## config.mk

```make
export PLATFORM = sky130hd
export DESIGN_NAME = websocket_frame_receiver
export DESIGN_NICKNAME = d
export VERILOG_FILES = /design/src/hdl/wfr_pkg.sv /design/src/hdl/wfr_parser.sv /design/src/hdl/websocket_frame_receiver.sv
export SDC_FILE = /design/constraint.sdc
export NUM_CORES = 1
export LEC_CHECK = 0
export BUFFER_PORTS_ARGS = -buffer_cell sky130_fd_sc_hd__buf_2
export CORE_MARGIN = 2
export CORE_UTILIZATION = 50
export CTS_CLUSTER_DIAMETER = 50
export DETAILED_ROUTE_END_ITERATION = 8
export PLACE_DENSITY = 0.66
export REMOVE_ABC_BUFFERS = 1
export SETUP_SLACK_MARGIN = 0.15
export SLEW_MARGIN = 20
export SYNTH_ARGS = -nofsm -noshare
export SYNTH_HDL_FRONTEND = slang
export SYNTH_SLANG_ARGS = --single-unit
```

## constraint.sdc

```tcl
create_clock -name clk -period 5 [get_ports clk]
set_clock_uncertainty 0.05 [all_clocks]
set_input_delay 0.5 -clock clk [delete_from_list [all_inputs] [get_ports clk]]
set_output_delay 0.5 -clock clk [all_outputs]
set_load 0.005 [all_outputs]
```

## src/hdl/wfr_pkg.sv

```systemverilog
package wfr_pkg;

  localparam int PhaseW = 3;
  localparam logic [PhaseW-1:0] PH_HDR0   = 3'd0;
  localparam logic [PhaseW-1:0] PH_HDR1   = 3'd1;
  localparam logic [PhaseW-1:0] PH_EXT    = 3'd2;
  localparam logic [PhaseW-1:0] PH_MASK   = 3'd3;
  localparam logic [PhaseW-1:0] PH_DATA   = 3'd4;
  localparam logic [PhaseW-1:0] PH_CLOSED = 3'd5;
  localparam logic [PhaseW-1:0] PH_STOP   = 3'd6;

  localparam logic [1:0] EV_DATA   = 2'd0;
  localparam logic [1:0] EV_CLOSED = 2'd1;
  localparam logic [1:0] EV_ERROR  = 2'd2;

  localparam logic [7:0] OP_BINARY = 8'h82;
  localparam logic [7:0] OP_CLOSE  = 8'h88;
  localparam logic [7:0] OP_CONT   = 8'h00;

  localparam logic [6:0] LEN_EXT16 = 7'h7e;
  localparam logic [6:0] LEN_EXT64 = 7'h7f;

  typedef struct packed {
    logic       valid;
    logic [1:0] kind;
    logic [7:0] data;
    logic       last;
  } result_t;

endpackage

```

## src/hdl/wfr_parser.sv

```systemverilog
module wfr_parser (
  input  logic               clk,
  input  logic               rst,
  input  logic               step,
  input  logic [7:0]         rx_byte,
  output wfr_pkg::result_t   result
);

  logic [2:0]  phase, phase_next;
  logic        is_close, is_close_next;
  logic        mask_present, mask_present_next;
  logic        ext_long, ext_long_next;
  logic [2:0]  hdr_count, hdr_count_next;
  logic [31:0] mask_key, mask_key_next;
  logic [63:0] bytes_left, bytes_left_next;
  logic [1:0]  key_position, key_position_next;

  logic        go_after, go_done;
  logic [2:0]  ext_last;
  logic [7:0]  key_byte;
  logic        data_end;

  assign ext_last = ext_long ? 3'd7 : 3'd1;
  assign key_byte = mask_present ? mask_key[{~key_position, 3'b000} +: 8] : 8'h00;
  assign data_end = (bytes_left == 64'd1);

  always_comb begin
    phase_next        = phase;
    is_close_next     = is_close;
    mask_present_next = mask_present;
    ext_long_next     = ext_long;
    hdr_count_next    = hdr_count;
    mask_key_next     = mask_key;
    bytes_left_next   = bytes_left;
    key_position_next = key_position;
    result            = '0;
    go_after          = 1'b0;
    go_done           = 1'b0;

    unique case (phase)
      wfr_pkg::PH_HDR0: begin
        if (rx_byte == wfr_pkg::OP_BINARY || rx_byte == wfr_pkg::OP_CLOSE ||
            rx_byte == wfr_pkg::OP_CONT) begin
          is_close_next = (rx_byte == wfr_pkg::OP_CLOSE);
          phase_next    = wfr_pkg::PH_HDR1;
        end else begin
          phase_next   = wfr_pkg::PH_STOP;
          result.valid = 1'b1;
          result.kind  = wfr_pkg::EV_ERROR;
        end
      end
      wfr_pkg::PH_HDR1: begin
        mask_present_next = rx_byte[7];
        hdr_count_next    = 3'd0;
        if (rx_byte[6:0] == wfr_pkg::LEN_EXT16 || rx_byte[6:0] == wfr_pkg::LEN_EXT64) begin
          ext_long_next   = (rx_byte[6:0] == wfr_pkg::LEN_EXT64);
          bytes_left_next = 64'd0;
          phase_next      = wfr_pkg::PH_EXT;
        end else begin
          bytes_left_next = {57'd0, rx_byte[6:0]};
          go_after        = 1'b1;
        end
      end
      wfr_pkg::PH_EXT: begin
        bytes_left_next = {bytes_left[55:0], rx_byte};
        if (hdr_count >= ext_last) go_after = 1'b1;
        else hdr_count_next = hdr_count + 3'd1;
      end
      wfr_pkg::PH_MASK: begin
        mask_key_next = {mask_key[23:0], rx_byte};
        if (hdr_count >= 3'd3) go_done = 1'b1;
        else hdr_count_next = hdr_count + 3'd1;
      end
      wfr_pkg::PH_DATA: begin
        key_position_next = key_position + 2'd1;
        bytes_left_next   = bytes_left - 64'd1;
        if (is_close) begin
          if (data_end) begin
            phase_next   = wfr_pkg::PH_CLOSED;
            result.valid = 1'b1;
            result.kind  = wfr_pkg::EV_CLOSED;
          end
        end else begin
          if (data_end) phase_next = wfr_pkg::PH_HDR0;
          result.valid = 1'b1;
          result.kind  = wfr_pkg::EV_DATA;
          result.data  = rx_byte ^ key_byte;
          result.last  = data_end;
        end
      end
      default: begin
        // closed, stopped and the unused code drop everything
      end
    endcase

    if (go_after) begin
      hdr_count_next = 3'd0;
      if (mask_present_next) phase_next = wfr_pkg::PH_MASK;
      else go_done = 1'b1;
    end

    if (go_done) begin
      key_position_next = 2'd0;
      hdr_count_next    = 3'd0;
      if (bytes_left_next != 64'd0) begin
        phase_next = wfr_pkg::PH_DATA;
      end else if (is_close) begin
        phase_next   = wfr_pkg::PH_CLOSED;
        result.valid = 1'b1;
        result.kind  = wfr_pkg::EV_CLOSED;
      end else begin
        phase_next = wfr_pkg::PH_HDR0;
      end
    end
  end

  always_ff @(posedge clk) begin
    if (rst) begin
      phase        <= wfr_pkg::PH_HDR0;
      is_close     <= 1'b0;
      mask_present <= 1'b0;
      ext_long     <= 1'b0;
      hdr_count    <= 3'd0;
      bytes_left   <= 64'd0;
      key_position <= 2'd0;
    end else if (step) begin
      phase        <= phase_next;
      is_close     <= is_close_next;
      mask_present <= mask_present_next;
      ext_long     <= ext_long_next;
      hdr_count    <= hdr_count_next;
      bytes_left   <= bytes_left_next;
      key_position <= key_position_next;
    end
  end

  // key is always fully loaded before a masked payload uses it
  always_ff @(posedge clk) begin
    if (step) mask_key <= mask_key_next;
  end

endmodule

```

## src/hdl/websocket_frame_receiver.sv

```systemverilog
// WebSocket frame receiver: takes one received byte per transaction and
// returns payload bytes unmasked, with frame_end on the last byte of each
// binary or continuation frame. First bytes other than final binary, final
// close and continuation give one protocol-error event and the block then
// drops every byte until reset; a close frame gives one closed event after
// its payload and later bytes are dropped. Empty data frames give nothing.
// Throughput is one byte per clock while the output is not stalled: a byte
// sits in the input register, the header/payload parser decides on it, and
// its result (if any) lands in the output register; a stalled output holds
// back at most one byte in the input register.
module websocket_frame_receiver (
  input  logic       clk,
  input  logic       rst,
  input  logic       in_valid,
  output logic       in_ready,
  input  logic [7:0] rx_byte,
  output logic       out_valid,
  input  logic       out_ready,
  output logic [1:0] event_kind,
  output logic [7:0] payload_byte,
  output logic       frame_end
);

  logic             s1_valid;
  logic [7:0]       s1_byte;
  logic             advance;
  wfr_pkg::result_t result;

  assign advance  = s1_valid && (!out_valid || out_ready);
  assign in_ready = !s1_valid || advance;

  always_ff @(posedge clk) begin
    if (rst) s1_valid <= 1'b0;
    else if (in_ready) s1_valid <= in_valid;
  end

  always_ff @(posedge clk) begin
    if (in_valid && in_ready) s1_byte <= rx_byte;
  end

  wfr_parser u_parser (
    .clk     (clk),
    .rst     (rst),
    .step    (advance),
    .rx_byte (s1_byte),
    .result  (result)
  );

  always_ff @(posedge clk) begin
    if (rst) out_valid <= 1'b0;
    else if (advance) out_valid <= result.valid;
    else if (out_ready) out_valid <= 1'b0;
  end

  always_ff @(posedge clk) begin
    if (advance && result.valid) begin
      event_kind   <= result.kind;
      payload_byte <= result.data;
      frame_end    <= result.last;
    end
  end

endmodule

```

==> flow_summary.toml <==
[cells_and_area]
drive_gt1_frac = 0.126
design_area_mm2 = 0.00952
layout.nets = 1089
nFillCells = 1606
n_antenna_cell = 0
layout_common_cells = "nor2_1, nand2_1, dfxtp_1"
layout_commonest_cell = "nor2_1"
area_delta_synth_final_pct = 10.2

[status]
status = "complete, no violations"

[worst_setup_path]
cp_max_fo = 23
cp-end-kind = "flip-flop"
rrSetupSlack_ps = 320
r2r_cells = 11
path_class = "reg2reg"
r2r-start = "u_parser.phase[1]"
startpoint_type = "flip-flop"
required_ps = 5090
r2r-end = "payload_byte[7]"
critPathArrivalTime_ps = 4780

[logic_synthesis]
ys_warn_count = 0
synth_edf_count = 51
ys_seq_area_frac = 0.356
syn_avg_cell_area_um2 = 7.88
synthCells = 1097
synth-main-ff-cell = "dfxtp_1"
netlist_area_mm2 = 0.00864
async_flop_share = 0
yosysUniqueCellTypes = 85
ys_seq_elements = 128

[power_and_ir_drop]
p_leak_nw = 3.31
p_total_w = 0.00332
powerDensity_mw_per_mm2 = 349
ir_worst_vdd_uv = 275

[timing]
hold_viol = 0
fmax_ghz = 0.214
setup_violations = 0
grt_setup_unrepaired = "false"
period_needed_ps = 4680
slew_viol_final = 0
relSlewSlack = 0.398
period_share = 0.937
worst_slew_pin_slew_ps = 900

[drt]
wl_per_cell_um = 24.9
via_count = 9129
drtIter0Drc = 1331
drt-pass1-iter-count = 6
drt_wl_total_mm = 32.6
drc = 0
via_per_inst = 6.97
ant_nets = 0

[placement]
io_buffers = 24
dp_hpwl_mm = 22.9
post_dp_cell_area_mm2 = 0.00895
gp_congestion = 1.07

[cts]
tritoncts = "done"
hold_buffers = 0
htree_num_levels = 4
clk_pin_slew_ps = 70
cts_resized = 0
numCtsBuffers = 17
clock_latency_ps = 450
clk_path_buf_depth = 2
cts_sinks = 128
clockRootBuffer = "clkbuf_16"
postCtsSetupRepairBufs = 0

[floorplan]
die_w_um = 135
core_area_mm2 = 0.0171
num_rows = 48
die_height_um = 135
start_util = 0.505
dieArea_mm2 = 0.0184
num_io_pins = 25

[hold_path]
min-delay-start = "rx_byte[5]"
holdPathEnd = "s1_byte[5]"
hold_path.class = "in2reg"
whs_path_depth = 1

[global_route]
first_global_vias = 8165
grt_max_degree = 53
grt_antenna_before_repair = 0
grt_pass1_wl_mm = 49.7
track_usage = 0.359
grt-ovfl-total = 0

[job]
max_cap_violations = 0
metal layers:
| metal | track usage | wire (um) | up-vias |
|---|---|---|---|
| met5 | 0 | 0 | - |
| met4 | 0.145 | 1380 | 0 |
| met3 | 0.0838 | 3870 | 114 |
| met2 | 0.526 | 13900 | 672 |
| met1 | 0.512 | 13500 | 4284 |
| li1 | - | - | 4059 |
worst max path at each step:
stage                     slack (ps)              start  cells after the start         endpoint
after floorplan                 -240  u_parser.phase[2]                      7    event_kind[0]
after global placement           450  u_parser.phase[1]                     11  payload_byte[3]
after detailed placement         470  u_parser.phase[1]                     11  payload_byte[3]
after CTS                        440  u_parser.phase[1]                     11        frame_end
after global routing             180  u_parser.phase[1]                     11        frame_end
final                            320  u_parser.phase[1]                     11  payload_byte[7]
flip-flops by register name, summed over array words and instances, names as in the netlist:
name                   flops
u_parser.key_position      2
u_parser.mask_key         32
u_parser.mask_present      1
s1_byte                    8
event_kind                 2
u_parser.hdr_count         3
u_parser.phase             3
u_parser.ext_long          1
frame_end                  1
out_valid                  1
s1_valid                   1
u_parser.is_close          1
payload_byte               8
u_parser.bytes_left       64
synth_stat cells, drive strengths merged (9+ instances only):
cell      n  share of area
nor2    153          0.067
nand2   109          0.047
clkbuf   94          0.041
dfxtp    77           0.18
a21oi    75          0.043
nor3     63          0.038
edfxtp   51           0.18
o21ai    51          0.030
nor4     46          0.041
nand3    36          0.021
a211oi   27          0.023
nand4    20          0.015
buf      17         0.0098
a31oi    16          0.012
or4      16          0.014
inv      14         0.0061
mux2i    12          0.014
nand2b   12         0.0087
a21o     10         0.0087
and2     10         0.0072
xor2     10          0.010
a22o      9         0.0091
a22oi     9         0.0078
or3       9         0.0071
layout make-up:
class,count,area (um^2),area share
Clock buffer,17,425,0.0447
Timing Repair Buffer,66,448,0.0470
Inverter,14,52.6,0.00552
Clock inverter,15,141,0.0148
Multi-Input combinational cell,844,5100,0.535
Tap cell,225,282,0.0296
Sequential cell,128,3070,0.323
stage by stage:
stage                     instances   util  setup TNS (ps)  hold slack (ps)  setup WS (ps)
after floorplan                 986      -           -2670              371           -243
after global placement         1277  0.523               0              376            453
after detailed placement       1277  0.523               0              385            467
after CTS                      1309  0.556               0              180            436
after global routing           1309  0.556               0              174            182
final                          1309  0.556               0              176            317
power breakdown:
part / switching, W / leakage, nW / total, W / internal [W]
combinational: 0.000593 / 1.94 / 0.000882 / 0.000289
sequential: 0.0000838 / 1.10 / 0.00120 / 0.00112
clock: 0.000575 / 0.272 / 0.00123 / 0.000658
logic make-up (layout without fill, tap and decap cells):
kind of cell               after synthesis  after routing  share of synthesized area
adders and majority gates                7              7                    0.00984
muxes                                   21             21                     0.0360
DFF                                    128            128                      0.356
AOI/OAI and AO/OA                      287            287                      0.223
buffers and inverters                  125            112                     0.0567
xor gates and xnor gates                18             18                     0.0182
and+or+nand+nor                        511            511                      0.300
critical path, cell delays in order (launching register included):
cell	delay (ps)
dfxtp_1	550
maj3_1	500
or2_2	570
a22o_1	380
nor4b_1	470
nand4_1	150
nor4b_1	550
nand4_1	230
and4bb_1	350
nand3_2	120
a21oi_1	180
buf_4	250
Note: power is estimated with default switching activity, not from simulation.
